## src/rtl/slet_pkg.sv

```systemverilog
// Shared types and constants for the serial line editor and tokenizer.
`default_nettype none
package slet_pkg;

  localparam logic [7:0] C_CR   = 8'h0D;
  localparam logic [7:0] C_LF   = 8'h0A;
  localparam logic [7:0] C_ETX  = 8'h03;
  localparam logic [7:0] C_NAK  = 8'h15;
  localparam logic [7:0] C_BS   = 8'h08;
  localparam logic [7:0] C_DEL  = 8'h7F;
  localparam logic [7:0] C_TAB  = 8'h09;
  localparam logic [7:0] C_SP   = 8'h20;
  localparam logic [7:0] C_BELL = 8'h07;

  localparam int unsigned PROMPT_LEN = 6;

  typedef enum logic [1:0] {
    KIND_TERM    = 2'd0,
    KIND_ARG     = 2'd1,
    KIND_ARG_END = 2'd2,
    KIND_LINE    = 2'd3
  } kind_e;

  typedef enum logic [2:0] {
    CMD_CR, CMD_LF, CMD_CC, CMD_OTHER, CMD_TAB
  } cmd_e;

  typedef enum logic [3:0] {
    S_IDLE, S_NL, S_ERASE, S_RC_RD, S_RC_EV, S_CP_RD, S_CP_WR,
    S_TK_RD, S_TK_EV, S_TK_END, S_LEND, S_PROMPT, S_FLUSH
  } state_e;

  typedef struct packed {
    kind_e      kind;
    logic [7:0] data;
    logic       too;
  } res_t;

  typedef struct packed {
    logic emit;
    logic fin;
    res_t res;
  } out_ctl_t;

  typedef struct packed {
    logic can_emit;
    logic empty;
  } out_sts_t;

  function automatic logic [7:0] prompt_byte(input logic [2:0] idx);
    logic [7:0] b;
    case (idx)
      3'd0: b = 8'h52;
      3'd1: b = 8'h44;
      3'd2: b = 8'h57;
      3'd3: b = 8'h3A;
      3'd4: b = 8'h5C;
      default: b = 8'h3E;
    endcase
    return b;
  endfunction

  function automatic logic is_sep(input logic [7:0] c);
    return (c == 8'h20) || (c == 8'h2C) || (c == 8'h3B);
  endfunction

endpackage
`default_nettype wire

```

## src/rtl/slet_ram.sv

```systemverilog
// Single-port-write, single-port-read memory with registered read data.
`default_nettype none
module slet_ram #(
  parameter int unsigned DEPTH = 16,
  parameter int unsigned AW    = 4
) (
  input  wire logic          clk_i,
  input  wire logic          we_i,
  input  wire logic [AW-1:0] waddr_i,
  input  wire logic [7:0]    wdata_i,
  input  wire logic          re_i,
  input  wire logic [AW-1:0] raddr_i,
  output logic      [7:0]    rdata_o
);
  logic [7:0] mem [DEPTH];
  logic [7:0] rdata_q;

  always_ff @(posedge clk_i) begin
    if (we_i) begin
      mem[waddr_i] <= wdata_i;
    end
    if (re_i) begin
      rdata_q <= mem[raddr_i];
    end
  end

  assign rdata_o = rdata_q;
endmodule
`default_nettype wire

```

## src/rtl/slet_out.sv

```systemverilog
// Result holding stage and output register; marks the last word of each byte.
`default_nettype none
module slet_out (
  input  wire logic              clk_i,
  input  wire logic              rst_ni,
  input  wire slet_pkg::out_ctl_t ctl_i,
  output slet_pkg::out_sts_t     sts_o,
  output logic                   m_axis_tvalid_o,
  input  wire logic              m_axis_tready_i,
  output logic [7:0]             m_axis_tdata_o,
  output logic [2:0]             m_axis_tuser_o,
  output logic                   m_axis_tlast_o
);
  import slet_pkg::*;

  res_t pend_q;
  logic pend_v_q;
  res_t out_q;
  logic out_last_q, out_v_q;
  logic push_ok, move;

  assign push_ok = !out_v_q || m_axis_tready_i;
  assign move    = pend_v_q && push_ok && (ctl_i.emit || ctl_i.fin);
  assign sts_o.can_emit = !pend_v_q || push_ok;
  assign sts_o.empty    = !pend_v_q;

  always_ff @(posedge clk_i or negedge rst_ni) begin
    if (!rst_ni) begin
      pend_v_q <= 1'b0;
      out_v_q  <= 1'b0;
    end else begin
      if (ctl_i.emit) begin
        pend_v_q <= 1'b1;
      end else if (move) begin
        pend_v_q <= 1'b0;
      end
      if (move) begin
        out_v_q <= 1'b1;
      end else if (m_axis_tready_i) begin
        out_v_q <= 1'b0;
      end
    end
  end

  always_ff @(posedge clk_i) begin
    if (ctl_i.emit) begin
      pend_q <= ctl_i.res;
    end
    if (move) begin
      out_q      <= pend_q;
      out_last_q <= ctl_i.fin;
    end
  end

  assign m_axis_tvalid_o = out_v_q;
  assign m_axis_tdata_o  = out_q.data;
  assign m_axis_tuser_o  = {out_q.too, out_q.kind};
  assign m_axis_tlast_o  = out_last_q;
endmodule
`default_nettype wire

```

## src/rtl/slet_seq.sv

```systemverilog
// Command sequencer: edits the line and history memories and emits results.
`default_nettype none
module slet_seq #(
  parameter int unsigned LINE_LEN = 16,
  parameter int unsigned ARG_MAX  = 8
) (
  input  wire logic               clk_i,
  input  wire logic               rst_ni,
  input  wire logic               echo_i,
  input  wire logic               in_valid_i,
  input  wire logic [7:0]         in_byte_i,
  output logic                    in_ready_o,
  input  wire slet_pkg::out_sts_t sts_i,
  output slet_pkg::out_ctl_t      ctl_o
);
  import slet_pkg::*;

  localparam int unsigned LW = $clog2(LINE_LEN + 1);
  localparam int unsigned AW = (LINE_LEN > 1) ? $clog2(LINE_LEN) : 1;
  localparam int unsigned CW = $clog2(ARG_MAX + 1);
  localparam logic [LW-1:0] LINE_FULL = LW'(LINE_LEN);
  localparam logic [CW-1:0] ARG_LIM   = CW'(ARG_MAX);

  state_e state_q, state_d;
  cmd_e   cmd_q, cmd_d;
  logic [LW-1:0] len_q, len_d, hlen_q, hlen_d, k_q, k_d, cnt_q, cnt_d;
  logic [2:0]    ph_q, ph_d;
  logic [CW-1:0] argc_q, argc_d;
  logic          inarg_q, inarg_d, too_q, too_d;

  logic          l_we, l_re, h_we, h_re;
  logic [AW-1:0] l_waddr;
  logic [7:0]    l_wdata, l_rdata, h_rdata;

  slet_ram #(.DEPTH(LINE_LEN), .AW(AW)) u_line (
    .clk_i, .we_i(l_we), .waddr_i(l_waddr), .wdata_i(l_wdata),
    .re_i(l_re), .raddr_i(k_q[AW-1:0]), .rdata_o(l_rdata)
  );

  slet_ram #(.DEPTH(LINE_LEN), .AW(AW)) u_hist (
    .clk_i, .we_i(h_we), .waddr_i(k_q[AW-1:0]), .wdata_i(l_rdata),
    .re_i(h_re), .raddr_i(k_q[AW-1:0]), .rdata_o(h_rdata)
  );

  always_ff @(posedge clk_i or negedge rst_ni) begin
    if (!rst_ni) begin
      state_q <= S_IDLE;
      cmd_q   <= CMD_OTHER;
      len_q   <= '0;
      hlen_q  <= '0;
      k_q     <= '0;
      cnt_q   <= '0;
      ph_q    <= '0;
      argc_q  <= '0;
      inarg_q <= 1'b0;
      too_q   <= 1'b0;
    end else begin
      state_q <= state_d;
      cmd_q   <= cmd_d;
      len_q   <= len_d;
      hlen_q  <= hlen_d;
      k_q     <= k_d;
      cnt_q   <= cnt_d;
      ph_q    <= ph_d;
      argc_q  <= argc_d;
      inarg_q <= inarg_d;
      too_q   <= too_d;
    end
  end

  assign in_ready_o = (state_q == S_IDLE);

  always_comb begin
    state_d = state_q;
    cmd_d   = cmd_q;
    len_d   = len_q;
    hlen_d  = hlen_q;
    k_d     = k_q;
    cnt_d   = cnt_q;
    ph_d    = ph_q;
    argc_d  = argc_q;
    inarg_d = inarg_q;
    too_d   = too_q;
    l_we    = 1'b0;
    l_re    = 1'b0;
    h_we    = 1'b0;
    h_re    = 1'b0;
    l_waddr = k_q[AW-1:0];
    l_wdata = h_rdata;
    ctl_o   = '0;
    ctl_o.res.kind = KIND_TERM;

    case (state_q)
      S_IDLE: begin
        if (in_valid_i) begin
          state_d = S_FLUSH;
          k_d     = '0;
          ph_d    = '0;
          cmd_d   = CMD_OTHER;
          case (in_byte_i)
            C_CR, C_LF: begin
              cmd_d  = (in_byte_i == C_CR) ? CMD_CR : CMD_LF;
              argc_d = '0;
              inarg_d = 1'b0;
              too_d  = 1'b0;
              if (echo_i && in_byte_i == C_CR) begin
                state_d = S_NL;
              end else if (len_q != '0) begin
                state_d = S_CP_RD;
              end else begin
                state_d = S_TK_RD;
              end
            end
            C_ETX: begin
              cmd_d   = CMD_CC;
              len_d   = '0;
              state_d = S_NL;
            end
            C_NAK: begin
              len_d = '0;
              if (echo_i) begin
                cnt_d   = len_q;
                state_d = S_ERASE;
              end
            end
            C_BS, C_DEL: begin
              if (len_q != '0) begin
                len_d = len_q - 1'b1;
                if (echo_i) begin
                  cnt_d   = LW'(1);
                  state_d = S_ERASE;
                end
              end
            end
            C_TAB: begin
              if (hlen_q != '0) begin
                cmd_d   = CMD_TAB;
                cnt_d   = len_q;
                state_d = S_ERASE;
              end
            end
            default: begin
              // pending stage is empty here, so the word goes straight in
              if (len_q != LINE_FULL && in_byte_i >= C_SP && in_byte_i < C_DEL) begin
                l_we    = 1'b1;
                l_waddr = len_q[AW-1:0];
                l_wdata = in_byte_i;
                len_d   = len_q + 1'b1;
                if (echo_i) begin
                  ctl_o.emit     = 1'b1;
                  ctl_o.res.data = in_byte_i;
                end
              end else begin
                ctl_o.emit     = 1'b1;
                ctl_o.res.data = C_BELL;
              end
            end
          endcase
        end
      end

      S_NL: begin
        if (sts_i.can_emit) begin
          ctl_o.emit     = 1'b1;
          ctl_o.res.data = C_LF;
          if (cmd_q == CMD_CC) begin
            state_d = S_PROMPT;
          end else if (len_q != '0) begin
            state_d = S_CP_RD;
          end else begin
            state_d = S_TK_RD;
          end
        end
      end

      S_ERASE: begin
        if (cnt_q == '0) begin
          state_d = (cmd_q == CMD_TAB) ? S_RC_RD : S_FLUSH;
          k_d     = '0;
        end else if (sts_i.can_emit) begin
          ctl_o.emit     = 1'b1;
          ctl_o.res.data = (ph_q == 3'd1) ? C_SP : C_BS;
          if (ph_q == 3'd2) begin
            ph_d  = '0;
            cnt_d = cnt_q - 1'b1;
          end else begin
            ph_d = ph_q + 1'b1;
          end
        end
      end

      S_RC_RD: begin
        if (k_q == hlen_q) begin
          len_d   = hlen_q;
          state_d = S_FLUSH;
        end else begin
          h_re    = 1'b1;
          state_d = S_RC_EV;
        end
      end

      S_RC_EV: begin
        if (sts_i.can_emit) begin
          ctl_o.emit     = 1'b1;
          ctl_o.res.data = h_rdata;
          l_we    = 1'b1;
          k_d     = k_q + 1'b1;
          state_d = S_RC_RD;
        end
      end

      S_CP_RD: begin
        if (k_q == len_q) begin
          hlen_d  = len_q;
          k_d     = '0;
          state_d = S_TK_RD;
        end else begin
          l_re    = 1'b1;
          state_d = S_CP_WR;
        end
      end

      S_CP_WR: begin
        h_we    = 1'b1;
        k_d     = k_q + 1'b1;
        state_d = S_CP_RD;
      end

      S_TK_RD: begin
        if (k_q == len_q) begin
          state_d = inarg_q ? S_TK_END : S_LEND;
        end else begin
          l_re    = 1'b1;
          state_d = S_TK_EV;
        end
      end

      S_TK_EV: begin
        if (!inarg_q && is_sep(l_rdata)) begin
          k_d     = k_q + 1'b1;
          state_d = S_TK_RD;
        end else if (sts_i.can_emit) begin
          ctl_o.emit = 1'b1;
          k_d        = k_q + 1'b1;
          state_d    = S_TK_RD;
          if (is_sep(l_rdata)) begin
            // argument closed by a separator; stop once the limit is reached
            ctl_o.res.kind = KIND_ARG_END;
            inarg_d = 1'b0;
            if (argc_q == ARG_LIM) begin
              too_d   = 1'b1;
              state_d = S_LEND;
            end
          end else begin
            ctl_o.res.kind = KIND_ARG;
            ctl_o.res.data = l_rdata;
            if (!inarg_q) begin
              inarg_d = 1'b1;
              argc_d  = argc_q + 1'b1;
            end
          end
        end
      end

      S_TK_END: begin
        if (sts_i.can_emit) begin
          ctl_o.emit     = 1'b1;
          ctl_o.res.kind = KIND_ARG_END;
          state_d        = S_LEND;
        end
      end

      S_LEND: begin
        if (sts_i.can_emit) begin
          ctl_o.emit     = 1'b1;
          ctl_o.res.kind = KIND_LINE;
          ctl_o.res.data = 8'(argc_q);
          ctl_o.res.too  = too_q;
          len_d          = '0;
          state_d        = (cmd_q == CMD_CR) ? S_PROMPT : S_FLUSH;
        end
      end

      S_PROMPT: begin
        if (sts_i.can_emit) begin
          ctl_o.emit     = 1'b1;
          ctl_o.res.data = prompt_byte(ph_q);
          if (ph_q == 3'(PROMPT_LEN - 1)) begin
            state_d = S_FLUSH;
          end else begin
            ph_d = ph_q + 1'b1;
          end
        end
      end

      S_FLUSH: begin
        ctl_o.fin = 1'b1;
        if (sts_i.empty) begin
          state_d = S_IDLE;
        end
      end

      default: begin
        state_d = S_IDLE;
      end
    endcase
  end
endmodule
`default_nettype wire

```

## src/rtl/serial_line_editor_tokenizer_core.sv

```systemverilog
// Top level of the serial console line editor and tokenizer.
//
// Input stream: one received terminal byte per word on s_axis_tdata_i.
// Output stream: results in order; tdata carries the terminal or argument
// byte (argument count on a line end), tuser the kind and too-many flag,
// tlast marks the final word caused by one input byte.
// APB port: register 0 (byte address 0) is echo_enable, reset value 1.
//
// Timing: one byte is taken at a time. An echoed printable byte or a bell
// passes through the flush state before the next accept. Commands that walk
// the line or history memory read each character in a read state and then
// a use state (registered memory read, then use) and emit each erase,
// newline or prompt word in turn. The longest case is Tab on a full line
// with a full history. s_axis_tready_o is low from the accept until the
// cycle after the last result has entered the output register.
// Results pass through a holding stage and an output register, so the
// sequencer keeps working while the receiver stalls until both are full;
// it then waits without losing or repeating a word.
// Reset empties the line and the history and sets echo on. Memory
// contents are not cleared: the lengths bound every read.
`default_nettype none
module serial_line_editor_tokenizer_core #(
  parameter int unsigned LINE_LEN = 16,
  parameter int unsigned ARG_MAX  = 8
) (
  input  wire logic        clk_i,
  input  wire logic        rst_ni,
  // APB configuration
  input  wire logic        psel_i,
  input  wire logic        penable_i,
  input  wire logic        pwrite_i,
  input  wire logic [2:0]  paddr_i,
  input  wire logic [31:0] pwdata_i,
  output logic      [31:0] prdata_o,
  output logic             pready_o,
  // input stream
  input  wire logic        s_axis_tvalid_i,
  output logic             s_axis_tready_o,
  input  wire logic [7:0]  s_axis_tdata_i,   // [7:0] rx_byte
  // output stream
  output logic             m_axis_tvalid_o,
  input  wire logic        m_axis_tready_i,
  output logic      [7:0]  m_axis_tdata_o,   // [7:0] out_byte
  output logic      [2:0]  m_axis_tuser_o,   // [1:0] out_kind, [2] too_many_args
  output logic             m_axis_tlast_o    // out_last
);
  import slet_pkg::*;

  logic     echo_q;
  out_ctl_t ctl;
  out_sts_t sts;

  // Register write on the access phase; only register 0 exists.
  always_ff @(posedge clk_i or negedge rst_ni) begin
    if (!rst_ni) begin
      echo_q <= 1'b1;
    end else if (psel_i && penable_i && pwrite_i && pready_o && !paddr_i[2]) begin
      echo_q <= pwdata_i[0];
    end
  end

  assign pready_o = 1'b1;
  assign prdata_o = paddr_i[2] ? 32'd0 : {31'd0, echo_q};

  slet_seq #(.LINE_LEN(LINE_LEN), .ARG_MAX(ARG_MAX)) u_seq (
    .clk_i, .rst_ni,
    .echo_i     (echo_q),
    .in_valid_i (s_axis_tvalid_i),
    .in_byte_i  (s_axis_tdata_i),
    .in_ready_o (s_axis_tready_o),
    .sts_i      (sts),
    .ctl_o      (ctl)
  );

  slet_out u_out (
    .clk_i, .rst_ni,
    .ctl_i (ctl),
    .sts_o (sts),
    .m_axis_tvalid_o, .m_axis_tready_i,
    .m_axis_tdata_o, .m_axis_tuser_o, .m_axis_tlast_o
  );

  // Hold off the next byte right after one is taken.
  a_busy_after_accept: assert property (@(posedge clk_i) disable iff (!rst_ni)
    s_axis_tvalid_i && s_axis_tready_o |=> !s_axis_tready_o)
    else $error("input taken while previous byte still in work");

  // The too-many flag only rides on a line end.
  a_too_on_line_end: assert property (@(posedge clk_i) disable iff (!rst_ni)
    m_axis_tvalid_o && m_axis_tuser_o[2] |-> m_axis_tuser_o[1:0] == KIND_LINE)
    else $error("too_many_args set on a non line-end word");

  // The argument count never exceeds the limit.
  a_argc_bound: assert property (@(posedge clk_i) disable iff (!rst_ni)
    m_axis_tvalid_o && m_axis_tuser_o[1:0] == KIND_LINE |-> m_axis_tdata_o <= 8'(ARG_MAX))
    else $error("argument count above limit");
endmodule
`default_nettype wire
```

## config.mk

```make
export PLATFORM = sky130hd
export DESIGN_NAME = serial_line_editor_tokenizer_core
export DESIGN_NICKNAME = d
export VERILOG_FILES = /design/src/rtl/slet_pkg.sv /design/src/rtl/slet_ram.sv /design/src/rtl/slet_out.sv /design/src/rtl/slet_seq.sv /design/src/rtl/serial_line_editor_tokenizer_core.sv
export SDC_FILE = /design/constraint.sdc
export NUM_CORES = 1
export LEC_CHECK = 0
export ABC_AREA = 1
export BUFFER_PORTS_ARGS = -buffer_cell sky130_fd_sc_hd__buf_4
export CORE_ASPECT_RATIO = 0.75
export CORE_MARGIN = 3
export CORE_UTILIZATION = 43
export CTS_CLUSTER_DIAMETER = 40
export DETAILED_ROUTE_END_ITERATION = 8
export GPL_TIMING_DRIVEN = 0
export HOLD_SLACK_MARGIN = 0.02
export PLACE_DENSITY_LB_ADDON = 0.12
export SYNTH_ARGS = -nofsm -noshare
export SYNTH_HDL_FRONTEND = slang
export SYNTH_SLANG_ARGS = --single-unit
```

## constraint.sdc

```tcl
create_clock -name clk_i -period 2.2 [get_ports clk_i]
set_input_delay 0.11 -clock clk_i [delete_from_list [all_inputs] [get_ports clk_i]]
set_output_delay 0.11 -clock clk_i [all_outputs]
set_load 0.005 [all_outputs]
```

==> out/results.ini <==
[timing]
fmaxAchievable_mhz=453
slew_violations=0
setup-violations-final=6
setup_ws_ns=-0.00539
whs_ns=0.0939
finalHoldViolCount=0
grt_setup_unrepaired=yes
relSlewSlack=0.539
post-route-period-util=1.00
setup_tns_ns=-0.0226
period_needed_ns=2.21
worst_pin_slew_ns=0.691
finalClockSkew_ns=0.0215

[die]
start_util=0.439
io_pins=97
core_area_sq_um=34900
placementRows=59
die-height_um=170
die_w_um=224
dieArea_sq_um=38000

[critical_path]
worstPathCellList=nor2_4 -> clkinv_4 -> nor2_8 -> nand2_8 -> clkbuf_16 -> nand2_4 -> o21ai_2 -> nor2_1 -> nand2_2 -> nor2_4
cp.buffers_inverters=2
path_common_cell=nor2_4
crit_path_start=u_seq.state_q[1]$_DFFE_PN0P_
crit_path_max_incr_delay_ns=0.46
crit_slowest_cell=dfrtp_2
worstSetupStartpointType=flop
required_ns=2.41
critPathCaptureType=flop
setup.worst_path.class=flop to flop
r2r_start=u_seq.state_q[1]$_DFFE_PN0P_
crit_family=simple AND/OR/NAND/NOR gates
path_max_fanout=8
arrival_ns=2.41

[logic_synthesis]
ys_types=52
ys.flop_type=edfxtp_1
yosysTopAreaCell=edfxtp_1
yosysWarnings=0
synthTopCellsByCount=295 x edfxtp_1, 275 x nand2_1, 232 x nor2_1
synth_cells=1467
synth_top_cell_area_share=0.577
ys_seq_area_frac=0.641
synth_edf_count=295
synth_seq_cells=334
synthesis.area_sq_um=15300
synth.area.top_cells=edfxtp_1 58%, nand2_1 6.7%, dfrtp_1 5.9%, nor2_1 5.7%, o21ai_0 5.4%
async_flop_share=0.117
yosysMostFrequentCell=edfxtp_1
synth.avg_cell_area_sq_um=10.5

[pwr]
power_density_nw_per_um2=1310
ir_drop_uv=822
clkPwrFrac=0.278
p_sw_frac=0.390
internal_power_mw=15.4
pwr-share-comb=0.382
power.switching_mw=9.84
pwr-share-seq=0.340
p_leak_nw=7.28

[worst_hold_path]
min_from=s_axis_tdata_i[2]
hold_path_class=primary input to flop

[clocking]
cts_buffer_depth=3
cts.sinks=334
h-tree-depth=2
clock-root-buffer=clkbuf_16
clk_pin_slew_worst_paths_ns=0.06
clkLatencyLatePin_ns=0.54
cts_tree=done
numCtsBuffers=39

[layout]
drive_gt1_frac=0.228
fin_nets=1714
syn_to_final_growth_pct=25.1
post-route-cell-area_sq_um=19200
layoutNonFillerInstCount=2131

[route]
vias_per_cell=5.60
vias=11928
wl_per_cell_um=21.8
drcViolationCount=0
drt.antenna.violating_nets=0
drt-initial-drc-count=1574
first_pass_iters=5
routed_wl_um=46400

[placement]
place_ws_ns=-1.20
place.gp.congestion=0.919
place_hpwl_um=31800
placed_area_sq_um=16300
dp.cells=1987
io_buffer_count=31

[global_route]
antenna_found_initial=0
first_global_vias=10954
grt_use_total=0.241
gr-total-overflow=0
grt_max_degree=40
grt_first_pass_wirelength_um=68700

[status]
status=finished with violations
violations=setup timing

[job]
drv_cap=0

## logic make-up (layout without fill, tap and decap cells)
kind of cell | Yosys count | count (layout) | synth area share
AND/OR/NAND/NOR | 626 | 626 | 0.173
flip-flops | 334 | 334 | 0.641
AO/OA/AOI/OAI | 294 | 295 | 0.108
buffers and inverters | 180 | 355 | 0.0542
adder cells (fa/ha/maj) | 20 | 20 | 0.0168
XOR/XNOR | 10 | 10 | 0.00571
other | 2 | 33 | 0.000490
multiplexers | 1 | 1 | 0.000653
## timing repair
| item | 4_1_cts | 5_1_grt |
|---|---|---|
| gates resized for setup | 134 | 74 |
| buffers inserted | 39 | 26 |
| hold buffers | 6 | 0 |
| hold endpoints to repair | 43 | 0 |
| cloned | 0 | 2 |
| pin swaps | 27 | 32 |
| setup endpoints to repair | 442 | 390 |
## flip-flops by register name, summed over array words and instances (netlist names), 3 cells and up
register,count
u_out.m_axis_tdata_o,8
u_out.m_axis_tuser_o,3
u_seq.u_hist.rdata_o,8
u_seq.state_q,4
u_seq.len_q,5
u_seq.cnt_q,5
u_seq.k_q,5
u_seq.u_line.rdata_o,8
u_seq.cmd_q,3
u_seq.ph_q,3
u_seq.argc_q,4
u_seq.u_line.mem,128
u_out.pend_q,11
u_seq.u_hist.mem,128
u_seq.hlen_q,5
## final timing paths
path                                                           to  slack, ns  cells after the start
worst max-delay path            u_seq.u_line.mem[11][2]$_DFFE_PP_     -0.005                     10
worst min-delay path                    u_out.pend_q[3]$_DFFE_PP_       0.09                      3
worst max register to register  u_seq.u_line.mem[11][2]$_DFFE_PP_     -0.005                     10
worst min register to register  u_out.m_axis_tdata_o[2]$_DFFE_PP_       0.42                      0
max in group asynchronous              u_seq.len_q[4]$_DFFE_PN0P_       1.68                      2
min in group asynchronous       u_out.m_axis_tvalid_o$_DFFE_PN0P_       0.11                      2
## cell usage in the layout (no fill, tap or decap), drive strengths merged, types with 2 or more instances in the layout
cell / instances
conb: 32
or2: 2
bufinv: 7
clkbuf: 81
buf: 151
ha: 19
dfstp: 3
a31oi: 2
nand3: 46
o21ai: 180
o22ai: 71
a21oi: 19
inv: 93
edfxtp: 295
a22oi: 2
xor2: 8
clkinv: 10
nand3b: 4
o221ai: 2
xnor2: 2
a32oi: 2
nor2: 243
nand4: 32
dlygate4sd3: 6
nand2: 284
nor3: 12
dfrtp: 36
o31ai: 3
clkinvlp: 7
o211ai: 10
## worst register-to-register path, delay by kind of cell, from the launching register on
family	cells	cell delay [ns]
buf+inv	2	0.30
simple gates	7	1.05
flops	1	0.46
compound gates	1	0.06
## metrics by stage
stage / power, mW / util
2_1_floorplan: 13.5 / -
3_3_place_gp: 16.6 / 0.466
3_5_place_dp: 16.7 / 0.467
4_1_cts: 24.5 / 0.535
5_1_grt: 26.5 / 0.550
6_report: 25.2 / 0.550
## power groups by stage
| stage | Combinational, mW | Clock (mW) | Sequential [mW] |
|---|---|---|---|
| 2_1_floorplan | 4.89 | 0 | 8.63 |
| 3_3_place_gp | 7.67 | 0 | 8.90 |
| 3_5_place_dp | 7.77 | 0 | 8.91 |
| 4_1_cts | 8.85 | 7.11 | 8.57 |
| 5_1_grt | 10.4 | 7.38 | 8.64 |
| 6_report | 9.62 | 7.02 | 8.57 |
## cell type report
type	instances	area [sq um]
Antenna cell	1	2.50
Buffer	87	552
Clock buffer	46	1060
Clock inverter	24	343
Fill cell	3010	15700
Inverter	93	373
Multi-Input combinational cell	984	5370
Sequential cell	334	9850
Tap cell	457	572
Timing Repair Buffer	105	1070
## routing by layer
| metal | share of wire | GRT usage |
|---|---|---|
| met1 | 0.48 | 0.398 |
| met2 | 0.40 | 0.331 |
| met3 | 0.10 | 0.0396 |
| met4 | 0.019 | 0.0495 |
| met5 | 0 | 0 |
Power figures use the tool's default switching activity.
